[src/design/rbtl_pkg.sv]
// Shared types and constants for the ring buffer time lookup block.
// Used by rbtl_front, rbtl_back and ring_buffer_time_lookup_core.
package rbtl_pkg;

    // Default store depth, handed down from the top level
    localparam int ENTRIES_DEFAULT = 16;

    // Transfer queue between front and back
    localparam int QUEUE_DEPTH = 2;

    // Field widths
    localparam int STAMP_W = 32;
    localparam int VALUE_W = 32;

    // Not-found answer: -1.0 in Q16.16
    localparam logic signed [VALUE_W-1:0] NOT_FOUND_VALUE = 32'shFFFF_0000;

    // Item kinds
    typedef enum logic
    {
        KIND_ADD    = 1'b0,
        KIND_LOOKUP = 1'b1
    } kind_t;

    // One accepted input item
    typedef struct packed
    {
        kind_t                      kind;
        logic [STAMP_W-1:0]         stamp;
        logic signed [VALUE_W-1:0]  sample;
    } item_t;

    // Queue head as seen by the back end
    typedef struct packed
    {
        logic   valid;
        item_t  item;
    } queue_head_t;

    // Back end sequencer states
    typedef enum logic [2:0]
    {
        B_IDLE,
        B_RD_MID,
        B_RD_LO,
        B_RD_HI,
        B_DECIDE,
        B_VALUE
    } back_state_t;

endpackage

[src/design/ring_buffer_time_lookup_core.sv]
// Top level of the ring buffer time lookup block.
// Depends on rbtl_pkg, rbtl_front, rbtl_back (and rbtl_ram below it).
//
//  channel   handshake        payload                    note
//  -------   --------------   ------------------------   ---------------------------
//  item in   start / busy     kind, stamp, sample        transfer when start & !busy
//  result    done (strobe)    found, result_value        one cycle, cannot be held
//
// An add is written to the store as it leaves the queue and gives no result. A lookup
// leaves the queue in B_IDLE, then runs each probe that misses through B_RD_MID,
// B_RD_LO, B_RD_HI and B_DECIDE (mid, low and high stamp reads through the single
// read port of the stamp RAM, then the bound update), up to clog2(ENTRIES)+1 probes.
// A matching probe ends after the mid read with B_VALUE; a miss ends with the bound
// check in B_RD_MID. The strobe is registered and rises in the cycle after either
// end, and a lookup may first wait behind older items in the queue.
// After reset the store reads as cleared (stamp 0, value 0) through the write
// pointer and a wrap flag; no clearing pass is needed. busy rises only when
// the two-entry input queue is full; results are never stalled.
module ring_buffer_time_lookup_core
    import rbtl_pkg::*;
#(
    parameter int ENTRIES = ENTRIES_DEFAULT
) (
    input  logic                       clk,
    input  logic                       rst_n,
    input  logic                       start,
    output logic                       busy,
    input  logic                       kind,
    input  logic [STAMP_W-1:0]         stamp,
    input  logic signed [VALUE_W-1:0]  sample,
    output logic                       done,
    output logic                       found,
    output logic signed [VALUE_W-1:0]  result_value
);

    item_t        item_in;
    queue_head_t  head;
    logic         pop;

    // Pack the command fields into one item
    always_comb
    begin
        item_in.kind   = kind_t'(kind);
        item_in.stamp  = stamp;
        item_in.sample = sample;
    end

    rbtl_front u_front (
        .clk     (clk),
        .rst_n   (rst_n),
        .start   (start),
        .busy    (busy),
        .item_in (item_in),
        .head    (head),
        .pop     (pop)
    );

    rbtl_back #(.ENTRIES(ENTRIES)) u_back (
        .clk          (clk),
        .rst_n        (rst_n),
        .head         (head),
        .pop          (pop),
        .done         (done),
        .found        (found),
        .result_value (result_value)
    );

endmodule

[src/design/rbtl_ram.sv]
// Generic simple dual-port RAM: one write port, one registered read port.
// No dependencies.
module rbtl_ram #(
    parameter int WIDTH = 32,
    parameter int DEPTH = 16
) (
    input  logic                      clk,
    input  logic                      we,
    input  logic [$clog2(DEPTH)-1:0]  waddr,
    input  logic [WIDTH-1:0]          wdata,
    input  logic [$clog2(DEPTH)-1:0]  raddr,
    output logic [WIDTH-1:0]          rdata
);

    logic [WIDTH-1:0] mem [DEPTH];
    logic [WIDTH-1:0] rdata_reg;

    // Write port and registered read
    always_ff @(posedge clk)
    begin
        if (we)
        begin
            mem[waddr] <= wdata;
        end
        rdata_reg <= mem[raddr];
    end

    assign rdata = rdata_reg;

endmodule

[src/design/rbtl_front.sv]
// Front end: takes items on the command port and holds them in a short queue.
// Depends on rbtl_pkg.
module rbtl_front
    import rbtl_pkg::*;
(
    input  logic         clk,
    input  logic         rst_n,
    input  logic         start,
    output logic         busy,
    input  item_t        item_in,
    output queue_head_t  head,
    input  logic         pop
);

    localparam int PW = $clog2(QUEUE_DEPTH);
    localparam int CW = $clog2(QUEUE_DEPTH + 1);

    item_t          entry_reg [QUEUE_DEPTH];
    logic [PW-1:0]  wr_ptr_reg, wr_ptr_next;
    logic [PW-1:0]  rd_ptr_reg, rd_ptr_next;
    logic [CW-1:0]  count_reg, count_next;
    logic           push;
    logic           do_pop;

    assign busy   = (count_reg == CW'(QUEUE_DEPTH));
    assign push   = start && !busy;
    assign do_pop = pop && (count_reg != '0);

    // Pointer and fill count update
    always_comb
    begin
        wr_ptr_next = wr_ptr_reg;
        rd_ptr_next = rd_ptr_reg;
        count_next  = count_reg;
        if (push)
        begin
            wr_ptr_next = (wr_ptr_reg == PW'(QUEUE_DEPTH - 1)) ? '0 : wr_ptr_reg + 1'b1;
        end
        if (do_pop)
        begin
            rd_ptr_next = (rd_ptr_reg == PW'(QUEUE_DEPTH - 1)) ? '0 : rd_ptr_reg + 1'b1;
        end
        if (push && !do_pop)
        begin
            count_next = count_reg + 1'b1;
        end
        else if (!push && do_pop)
        begin
            count_next = count_reg - 1'b1;
        end
    end

    always_ff @(posedge clk or negedge rst_n)
    begin
        if (!rst_n)
        begin
            wr_ptr_reg <= '0;
            rd_ptr_reg <= '0;
            count_reg  <= '0;
        end
        else
        begin
            wr_ptr_reg <= wr_ptr_next;
            rd_ptr_reg <= rd_ptr_next;
            count_reg  <= count_next;
        end
    end

    // Queue storage
    always_ff @(posedge clk)
    begin
        if (push)
        begin
            entry_reg[wr_ptr_reg] <= item_in;
        end
    end

    assign head.valid = (count_reg != '0);
    assign head.item  = entry_reg[rd_ptr_reg];

    // Checks
    a_count_bound: assert property (@(posedge clk) disable iff (!rst_n)
        count_reg <= CW'(QUEUE_DEPTH))
        else $error("queue fill count above depth");

    a_pop_nonempty: assert property (@(posedge clk) disable iff (!rst_n)
        pop |-> head.valid)
        else $error("pop from empty queue");

endmodule

[src/design/rbtl_back.sv]
// Back end: applies adds to the ring store and runs the rotated binary search.
// Depends on rbtl_pkg and rbtl_ram.
module rbtl_back
    import rbtl_pkg::*;
#(
    parameter int ENTRIES = ENTRIES_DEFAULT
) (
    input  logic                       clk,
    input  logic                       rst_n,
    input  queue_head_t                head,
    output logic                       pop,
    output logic                       done,
    output logic                       found,
    output logic signed [VALUE_W-1:0]  result_value
);

    localparam int AW = (ENTRIES > 1) ? $clog2(ENTRIES) : 1;
    localparam int IW = AW + 2;   // signed index, spans -1 .. ENTRIES
    localparam logic signed [IW-1:0] IDX_ONE  = IW'(1);
    localparam logic signed [IW-1:0] IDX_LAST = IW'(ENTRIES - 1);

    back_state_t                 state_reg, state_next;
    logic signed [IW-1:0]        lo_reg, lo_next;
    logic signed [IW-1:0]        hi_reg, hi_next;
    logic [STAMP_W-1:0]          key_reg, key_next;
    logic [STAMP_W-1:0]          s_mid_reg, s_mid_next;
    logic [STAMP_W-1:0]          s_lo_reg, s_lo_next;
    logic [AW-1:0]               write_slot_reg, write_slot_next;
    logic                        wrapped_reg, wrapped_next;
    logic [AW-1:0]               rd_addr_reg;
    logic                        done_reg, done_next;
    logic                        found_reg, found_next;
    logic signed [VALUE_W-1:0]   value_reg, value_next;

    logic signed [IW-1:0]        mid;
    logic [AW-1:0]               mid_addr;
    logic [AW-1:0]               stamp_raddr;
    logic                        ram_we;
    logic [STAMP_W-1:0]          stamp_rdata;
    logic [VALUE_W-1:0]          value_rdata;
    logic [STAMP_W-1:0]          stamp_eff;
    logic                        mid_live;

    // A slot holds written data once the ring has wrapped or the slot is below
    // the write pointer; otherwise it still reads as cleared.
    function automatic logic slot_live(input logic [AW-1:0] idx,
                                       input logic [AW-1:0] ws,
                                       input logic          wr);
        return wr || (idx < ws);
    endfunction

    assign mid      = lo_reg + ((hi_reg - lo_reg) >>> 1);
    assign mid_addr = mid[AW-1:0];
    assign mid_live = slot_live(mid_addr, write_slot_reg, wrapped_reg);
    assign stamp_eff = slot_live(rd_addr_reg, write_slot_reg, wrapped_reg) ?
                       stamp_rdata : '0;
    assign ram_we   = (state_reg == B_IDLE) && head.valid && (head.item.kind == KIND_ADD);

    // Stamp and value stores
    rbtl_ram #(.WIDTH(STAMP_W), .DEPTH(ENTRIES)) u_stamp_ram (
        .clk   (clk),
        .we    (ram_we),
        .waddr (write_slot_reg),
        .wdata (head.item.stamp),
        .raddr (stamp_raddr),
        .rdata (stamp_rdata)
    );

    rbtl_ram #(.WIDTH(VALUE_W), .DEPTH(ENTRIES)) u_value_ram (
        .clk   (clk),
        .we    (ram_we),
        .waddr (write_slot_reg),
        .wdata (head.item.sample),
        .raddr (mid_addr),
        .rdata (value_rdata)
    );

    // Next state: sequencer and search bounds
    always_comb
    begin
        state_next      = state_reg;
        lo_next         = lo_reg;
        hi_next         = hi_reg;
        key_next        = key_reg;
        s_mid_next      = s_mid_reg;
        s_lo_next       = s_lo_reg;
        write_slot_next = write_slot_reg;
        wrapped_next    = wrapped_reg;
        unique case (state_reg)
            B_IDLE:
            begin
                if (head.valid)
                begin
                    if (head.item.kind == KIND_ADD)
                    begin
                        if (write_slot_reg == AW'(ENTRIES - 1))
                        begin
                            write_slot_next = '0;
                            wrapped_next    = 1'b1;
                        end
                        else
                        begin
                            write_slot_next = write_slot_reg + 1'b1;
                        end
                    end
                    else
                    begin
                        key_next   = head.item.stamp;
                        lo_next    = '0;
                        hi_next    = IDX_LAST;
                        state_next = B_RD_MID;
                    end
                end
            end
            B_RD_MID:
            begin
                state_next = (lo_reg > hi_reg) ? B_IDLE : B_RD_LO;
            end
            B_RD_LO:
            begin
                if (stamp_eff == key_reg)
                begin
                    state_next = B_VALUE;
                end
                else
                begin
                    s_mid_next = stamp_eff;
                    state_next = B_RD_HI;
                end
            end
            B_RD_HI:
            begin
                s_lo_next  = stamp_eff;
                state_next = B_DECIDE;
            end
            B_DECIDE:
            begin
                // stamp_eff holds the high-end stamp here
                if (s_lo_reg <= s_mid_reg)
                begin
                    if (key_reg >= s_lo_reg && key_reg < s_mid_reg)
                        hi_next = mid - IDX_ONE;
                    else
                        lo_next = mid + IDX_ONE;
                end
                else
                begin
                    if (key_reg > s_mid_reg && key_reg <= stamp_eff)
                        lo_next = mid + IDX_ONE;
                    else
                        hi_next = mid - IDX_ONE;
                end
                state_next = B_RD_MID;
            end
            B_VALUE:
            begin
                state_next = B_IDLE;
            end
            default:
            begin
                state_next = B_IDLE;
            end
        endcase
    end

    // Outputs: queue pop, read address, result strobe
    always_comb
    begin
        pop         = 1'b0;
        stamp_raddr = mid_addr;
        done_next   = 1'b0;
        found_next  = 1'b0;
        value_next  = NOT_FOUND_VALUE;
        unique case (state_reg)
            B_IDLE:
            begin
                pop = head.valid;
            end
            B_RD_MID:
            begin
                stamp_raddr = mid_addr;
                if (lo_reg > hi_reg)
                begin
                    done_next = 1'b1;
                end
            end
            B_RD_LO:
            begin
                stamp_raddr = lo_reg[AW-1:0];
            end
            B_RD_HI:
            begin
                stamp_raddr = hi_reg[AW-1:0];
            end
            B_DECIDE:
            begin
                stamp_raddr = mid_addr;
            end
            B_VALUE:
            begin
                done_next  = 1'b1;
                found_next = 1'b1;
                value_next = mid_live ? value_rdata : '0;
            end
            default:
            begin
                pop = 1'b0;
            end
        endcase
    end

    always_ff @(posedge clk or negedge rst_n)
    begin
        if (!rst_n)
        begin
            state_reg      <= B_IDLE;
            lo_reg         <= '0;
            hi_reg         <= '0;
            write_slot_reg <= '0;
            wrapped_reg    <= 1'b0;
            done_reg       <= 1'b0;
        end
        else
        begin
            state_reg      <= state_next;
            lo_reg         <= lo_next;
            hi_reg         <= hi_next;
            write_slot_reg <= write_slot_next;
            wrapped_reg    <= wrapped_next;
            done_reg       <= done_next;
        end
    end

    // Datapath registers
    always_ff @(posedge clk)
    begin
        key_reg     <= key_next;
        s_mid_reg   <= s_mid_next;
        s_lo_reg    <= s_lo_next;
        rd_addr_reg <= stamp_raddr;
        found_reg   <= found_next;
        value_reg   <= value_next;
    end

    assign done         = done_reg;
    assign found        = found_reg;
    assign result_value = value_reg;

    // Checks
    a_done_single: assert property (@(posedge clk) disable iff (!rst_n)
        done_reg |=> !done_reg)
        else $error("result strobe held for two cycles");

    a_miss_value: assert property (@(posedge clk) disable iff (!rst_n)
        (done_reg && !found_reg) |-> (value_reg == NOT_FOUND_VALUE))
        else $error("miss without the not-found value");

    a_slot_range: assert property (@(posedge clk) disable iff (!rst_n)
        write_slot_reg <= AW'(ENTRIES - 1))
        else $error("write slot out of range");

    a_probe_range: assert property (@(posedge clk) disable iff (!rst_n)
        (state_reg == B_RD_LO) |-> (lo_reg >= 0 && hi_reg <= IDX_LAST))
        else $error("probe bounds outside the store");

endmodule
[config.mk]
export PLATFORM = sky130hd
export DESIGN_NAME = ring_buffer_time_lookup_core
export DESIGN_NICKNAME = d
export VERILOG_FILES = /design/src/design/rbtl_pkg.sv /design/src/design/ring_buffer_time_lookup_core.sv /design/src/design/rbtl_ram.sv /design/src/design/rbtl_front.sv /design/src/design/rbtl_back.sv
export SDC_FILE = /design/constraint.sdc
export NUM_CORES = 2
export LEC_CHECK = 0
export ABC_CLOCK_PERIOD_IN_PS = 6200
export BUFFER_PORTS_ARGS = -buffer_cell sky130_fd_sc_hd__buf_2
export CORE_UTILIZATION = 62
export DETAILED_ROUTE_END_ITERATION = 10
export PLACE_DENSITY = 0.76
export SLEW_MARGIN = 0
export SYNTH_ARGS = -nofsm -noshare
export SYNTH_HDL_FRONTEND = slang
export SYNTH_HIERARCHICAL = 1
export SYNTH_SLANG_ARGS = --single-unit
[constraint.sdc]
create_clock -name clk -period 6.2 [get_ports clk]
set_input_delay 0.31 -clock clk [delete_from_list [all_inputs] [get_ports clk]]
set_output_delay 0.31 -clock clk [all_outputs]
set_load 0.005 [all_outputs]
# [After elaboration in Yosys (flattened, before gate mapping)]
# Memory sizes are Yosys's and may differ from the RTL's. A register that Yosys moved wholly into a read port is not among the register bits.
# Cells that the tools add are included.
[totals] ramBits=1154 latchBits=0 memories=3 input_bits=68 rom_bits=0 word_cells=110 ff_bits=158 output_inout_bits=35
[mem_list] name="u_back.u_stamp_ram.mem" depth=16 word_bits=32 rd=1 rd_clocked_by_memory_dff=1 wr=1 line_no="rbtl_ram.sv:15" text="logic [WIDTH-1:0] mem [DEPTH];"
[mem_list] name="u_back.u_value_ram.mem" depth=16 word_bits=32 rd=1 rd_clocked_by_memory_dff=1 wr=1 line_no="rbtl_ram.sv:15"
[mem_list] name="u_front.entry_reg" depth=2 word_bits=65 rd=1 rd_clocked_by_memory_dff=0 wr=1 line_no="rbtl_front.sv:18" text="item_t entry_reg [QUEUE_DEPTH];"
[op_classes] n_mux=33 bitwise=2 multipliers=0 n_reduce_logical=25 magnitude_cmp=8 addsub=9 div_mod_pow=0 eq_ne=14 shifts=0
[op_table] operator="$le 32x32->1" n=2
[op_table] operator="$mux 32" n=2
[op_table] operator="$mux 6" n=10
[op_table] operator="$eq 32x32->1" n=1
[op_table] operator="$ge 32x32->1" n=1
[op_table] operator="$gt 32x32->1" n=1
[op_table] operator="$lt 32x32->1" n=1
[op_table] operator="$pmux 6 s2" n=2
[op_table] operator="$pmux 3 s5" n=1
[op_table] operator="$reduce_and 5->1" n=2
[op_table] operator="$mux 1" n=9
[op_table] operator="$mux 3" n=3
[op_table] operator="$logic_and 1x1->1" n=8
[op_table] operator="$lt 4x4->1" n=2
[op_table] operator="$pmux 4 s2" n=1
[op_table] operator="$add 6x2->6 const B" n=1
[op_table] operator="$add 6x5->6" n=1
[op_table] operator="$eq 3x2->1 const B" n=2
[op_table] operator="$eq 3x3->1 const B" n=2
[op_table] operator="$gt 6x6->1" n=1
[op_table] operator="$mux 2" n=3
[op_table] operator="$ne 3x3->1 const B" n=2
[op_table] operator="$reduce_and 2->1" n=3
[op_table] operator="$reduce_and 3->1" n=2
[op_table] operator="other kinds (20)" n=28

# [Depth between registers and ports, before layout]
[depth] depth_word=8 depth_mapped=19 ltp_nobuf=16

# [Hierarchy]
# The synthesis kept the hierarchy.
[modules_own_cells] module="rbtl_ram (u_back.u_value_ram)" area_per_inst_um2=19854.0 seq_area_each_um2=16015.4 n_inst=1 cells_each=838
[modules_own_cells] module="rbtl_ram (u_back.u_stamp_ram)" area_per_inst_um2=19835.3 seq_area_each_um2=16015.4 n_inst=1 cells_each=838
[modules_own_cells] module="rbtl_back" area_per_inst_um2=8853.5 seq_area_each_um2=4149.0 n_inst=1 cells_each=827
[modules_own_cells] module="rbtl_front" area_per_inst_um2=5049.8 seq_area_each_um2=4003.8 n_inst=1 cells_each=221

# [Worst setup path before layout]
# OpenSTA, ideal clock, no wires.
[synth_path] path_type="register to register" start="register u_back.write_slot_reg[1]" end="register u_back.s_mid_reg[0], enable pin" path_buffers=2 t_arrival_ns=5.114 path_slack_ns=0.622 setup_ns=0.464 t_required_ns=5.736 period_less_slack_ns=5.578 path_stages_with_launch=15 path_cell_list="dfrtp_1 > inv_1 > ha_1 > a21o_1 > a21o_1 > a21oi_1 > or2_2 > clkbuf_1 > clkbuf_1 > nand2_1 > ha_1 > and4_1 > and4bb_1 > and2_4 > nor3_1"
[synth_between] elab_chain_cells=6
[synth_lines] element="from (decl)" line_no="rbtl_back.sv:28" text="logic [AW-1:0] write_slot_reg, write_slot_next;"
[synth_lines] element="from (signal assigned)" line_no="rbtl_back.sv:228" text="write_slot_reg <= write_slot_next;"
[synth_lines] element="$lt 4x4->1" line_no="rbtl_back.sv:49" text="return wr || (idx < ws);"
[synth_lines] element="$logic_or 1x1->1" line_no="rbtl_back.sv:49"
[synth_lines] element="$mux 32" line_no="rbtl_back.sv:55" text="assign stamp_eff = slot_live(rd_addr_reg, write_slot_reg, wrapped_reg) ?"
[synth_lines] element="$eq 32x32->1" line_no="rbtl_back.sv:121" text="if (stamp_eff == key_reg)"
[synth_lines] element="$not 1->1 (no line)"
[synth_lines] element="$reduce_and 2->1 (no line)"
[synth_lines] element="to (signal assigned)" line_no="rbtl_back.sv:238" text="s_mid_reg <= s_mid_next;"
[synth_lines] element="to (decl)" line_no="rbtl_back.sv:26" text="logic [STAMP_W-1:0] s_mid_reg, s_mid_next;"
# No other way between the ends.
# A chain may end at the register's enable or synchronous reset.

# [Worst setup path in the final report]
[layout_path] start="register u_back.write_slot_reg[1]" end="register u_back.lo_reg[3]"
[layout_between] elab_chain_cells=7
[layout_lines] element="$lt 4x4->1" line_no="rbtl_back.sv:49"
[layout_lines] element="$logic_or 1x1->1" line_no="rbtl_back.sv:49"
[layout_lines] element="$mux 32" line_no="rbtl_back.sv:55"
[layout_lines] element="$le 32x32->1" line_no="rbtl_back.sv:148" text="if (key_reg > s_mid_reg && key_reg <= stamp_eff)"
[layout_lines] element="$logic_and 1x1->1" line_no="rbtl_back.sv:148"
[layout_lines] element="$ne 3x1->1 (no line)"
[layout_lines] element="$reduce_and 5->1 (no line)"
[layout_lines] element="to (signal assigned)" line_no="rbtl_back.sv:226" text="lo_reg <= lo_next;"
[layout_lines] element="to (decl)" line_no="rbtl_back.sv:23" text="logic signed [IW-1:0] lo_reg, lo_next;"
# No other way between the ends.

==> summary.txt <==
Min path
  • Hold Path Class: in2async

Timing
  • Relative slew slack: under 10%
  • FMAX: ~190 MHz
  • Fin crit period: 5.25 ns
  • Fin Setup TNS: 0 ns
  • Slew Limit Fails: 0
  • Final Hold Fails: 0
  • Worst-Margin Slew: about 1.5 ns
  • Tcrit/Tclk final: about 85%
  • Clk_skew: between 0.02 and 0.025 ns
  • Final setup viols: 0
  • Min Hold Slack: around 0.14 ns
  • RSZ-0062 raised after global routing: no

Logic synthesis
  • Cell type with the largest total area after synthesis: edfxtp_1
  • Mapped Cells: 2,724
  • Compound-Gate Fraction of Synth Area: roughly 3.5%
  • Largest family of logic cells by synthesized area: multiplexers
  • Post-synth net total: 2,942
  • Synth Area in Adders: ~3.5%
  • Number of synthesized flops with an enable pin: between 1,000 and 1,500
  • Cell area after synthesis: 53,600 um2
  • Post-synthesis mux area share: about an eighth
  • Top cells by instance count after synthesis: edfxtp_1 (1,250), mux4_2 (256), nand2_1 (173)
  • Synth top area cells: edfxtp_1 (70%), mux4_2 (11%), dfxtp_1 (3.8%), ha_1 (3.5%), a22oi_1 (1.8%)
  • Mean Syn Cell Area: about 20 um2
  • Post-synth top area share: about 70%
  • Post-synthesis simple-gate area fraction: under 10%
  • Yosys reg bits: 1,376
  • Xor/xnor share of the synthesized area: 0.376%
  • Post-synthesis sequential area ratio: between 70% and 80%
  • Ys Warns: 6
  • Prevailing post-synth register cell: edfxtp_1
  • Yosys cell types: 71
  • Most numerous cell in the Yosys netlist: edfxtp_1
  • FFs w/ async S/R, synth: under 10%

Critical path
  • Slowest stage delay, CP: about 0.75 ns
  • Startpoint Class: register
  • Crit path max-delay cell type: dfrtp_1
  • FF-to-FF path depth: 16
  • Critical path class: reg2reg
  • Worst Setup End Kind: register
  • CP arrival: 5.84 ns
  • Cell Chain, Critical Path: inv_1 -> ha_1 -> a21o_1 -> a21o_1 -> a21oi_1 -> or2_2 -> nand2_1 -> ha_1 -> nand4_1 -> nor4_4 -> and2_4 -> a2bb2oi_1 -> o21ai_1 -> o31ai_4 -> nand4b_1 -> a32o_1
  • WP data required: 6.79 ns
  • Critical Path Fanout Max: 32

Route
  • Avg Vias per Cell: between 6 and 7
  • Router iterations before antenna repair: 5
  • 1st-iter DRT viols: a little over 3,000
  • # DRC: 0
  • Met1 Routed Length: 47,800 um
  • Final wirelength: 122,000 um
  • Wire length on met2: 59,400 um
  • Via Count: 27,200
  • DR WL/cell: approximately 29 um
  • DR WL met3: ~11,000 um
  • Top Metal Used: met4
  • Post-route ant nets: 0

Clock network
  • Postcts setup bufs: 0
  • TritonCTS clock tree: yes
  • H-tree levels: 4
  • CTS Sinks: roughly 1,400
  • Root Buffer: clkbuf_16
  • Clock Tree Buf Depth: 3
  • Clk_lat worst skew: between 0.7 and 0.8 ns
  • Num CTS Buffers: between 100 and 150
  • Clock-pin slew on the worst setup and hold paths: 0.06 ns

Place
  • DPL Wire Length: 66,800 um
  • Placer Congestion: about 0.9
  • PortBufs: ~100

Die
  • Die X: around 300 um
  • Initial Utilization: 62.7%
  • Die area: just under 90,000 um2
  • Core area: ~85,000 um2
  • Num ports: 103
  • Num rows: about 110
  • Die H: 296 um

Global route
  • First-pass GRT wire length: approximately 180,000 um
  • Pin count of the biggest net entering global routing: between 100 and 150
  • All-Layer GR Usage: between 20% and 30%
  • Congestion Overflow GR: 0
  • Initial antenna violation count: 0
  • Vias in the first global route: ~28,000

Cells and area
  • Share of layout cells above drive strength 1: between 20% and 30%
  • P&R area growth vs syn: 13.7%
  • Nets: 3,200

Status
  • Outcome: completed

Job
  • Max-Cap Viols: 0
cell families (layout without fill, tap and decap cells):
kind of cell | count (synthesis) | in the layout
adder cells (fa/ha/maj) | 150 | 150
multiplexers | 331 | 331
AO/OA/AOI/OAI | 268 | 268
flip-flops | 1376 | 1376
other | 0 | 2
AND/OR/NAND/NOR | 350 | 350
buffers and inverters | 226 | 595
XOR/XNOR | 23 | 23
cells in the final DEF (no fill, tap or decap), types with 5 or more instances in the layout:
| cell type | count |
|---|---|
| dlygate4sd3_1 | 67 |
| a22oi_1 | 129 |
| edfxtp_1 | 1250 |
| nor3_2 | 9 |
| inv_1 | 116 |
| nand2b_1 | 14 |
| mux2_4 | 40 |
| clkbuf_8 | 11 |
| xnor2_1 | 17 |
| ha_1 | 147 |
| mux4_2 | 256 |
| a21o_1 | 11 |
| nand3_1 | 13 |
| o21ai_0 | 22 |
| clkbuf_16 | 142 |
| clkinvlp_4 | 5 |
| nand2_1 | 173 |
| dfxtp_1 | 101 |
| nand4_1 | 19 |
| mux2_2 | 26 |
| a32o_1 | 6 |
| nor2_1 | 24 |
| nor2b_1 | 6 |
| nor2_4 | 26 |
| mux2i_1 | 9 |
| a211oi_1 | 11 |
| clkinv_2 | 25 |
| clkbuf_1 | 33 |
| and3_1 | 18 |
| dfrtp_1 | 24 |
| nor3_1 | 7 |
| and4_1 | 5 |
| xor2_1 | 6 |
| buf_4 | 56 |
| clkinv_1 | 12 |
| bufinv_16 | 11 |
| a21oi_1 | 51 |
| buf_2 | 102 |
critical path: cells and delay by family (launching register included):
family / cells / cell delay, ns
DFF: 1 / 0.75
and+or+nand+nor: 6 / 1.89
adders and majority gates: 2 / 0.71
AOI/OAI and AO/OA: 7 / 1.54
buffers and inverters: 1 / 0.18
metrics by stage:
stage | std cells | utilization [%] | setup WS, ns | area, um2
6_report | 4239 | 71.3 | 0.954 | 60900
5_1_grt | 4237 | 71.3 | 0.617 | 60900
4_1_cts | 4237 | 71.3 | 1.02 | 60900
3_5_place_dp | 3921 | 65.3 | 1.08 | 55800
3_3_place_gp | 3921 | 65.3 | 1.37 | 55800
2_1_floorplan | 2724 | - | 0.622 | 53600
layout make-up:
cell class	instances	area (um2)
timing repair buffer	229	1680
clock inverter	63	659
sequential	1376	40200
inverter	117	442
fill	4966	24500
antenna	2	5.00
multi-input combinational	1122	12700
clock buffer	186	3830
tap	1144	1430
routing by layer:
metal | up-vias | GRT usage [%]
li1 | 11500 | -
met1 | 14000 | 40.2
met2 | 1458 | 46.1
met3 | 227 | 5.04
met4 | 0 | 9.69
met5 | - | 0
path summary, 6_finish.rpt:
path	from	end	slack [ns]
worst max-delay path	u_back/write_slot_reg[1]	u_back/lo_reg[3]	0.95
worst min-delay path	rst_n	u_back/write_slot_reg[1]	0.14
worst min register to register	u_back/u_value_ram/rdata[22]	u_back/result_value[22]	0.42
max in group asynchronous	rst_n	u_front/rd_ptr_reg	5.60
min in group clk	sample[2]	u_front/entry_reg[1][2]	0.30
worst max register to register	u_back/write_slot_reg[1]	u_back/lo_reg[3]	0.95
repair_timing:
item,4_1_cts,5_1_grt
gates resized for setup,0,0
hold buffers,67,0
endpoints found under the hold margin,156,0
Power is not shown: default switching activity piles up to over one toggle a cycle in this logic, so the estimate is an artifact.
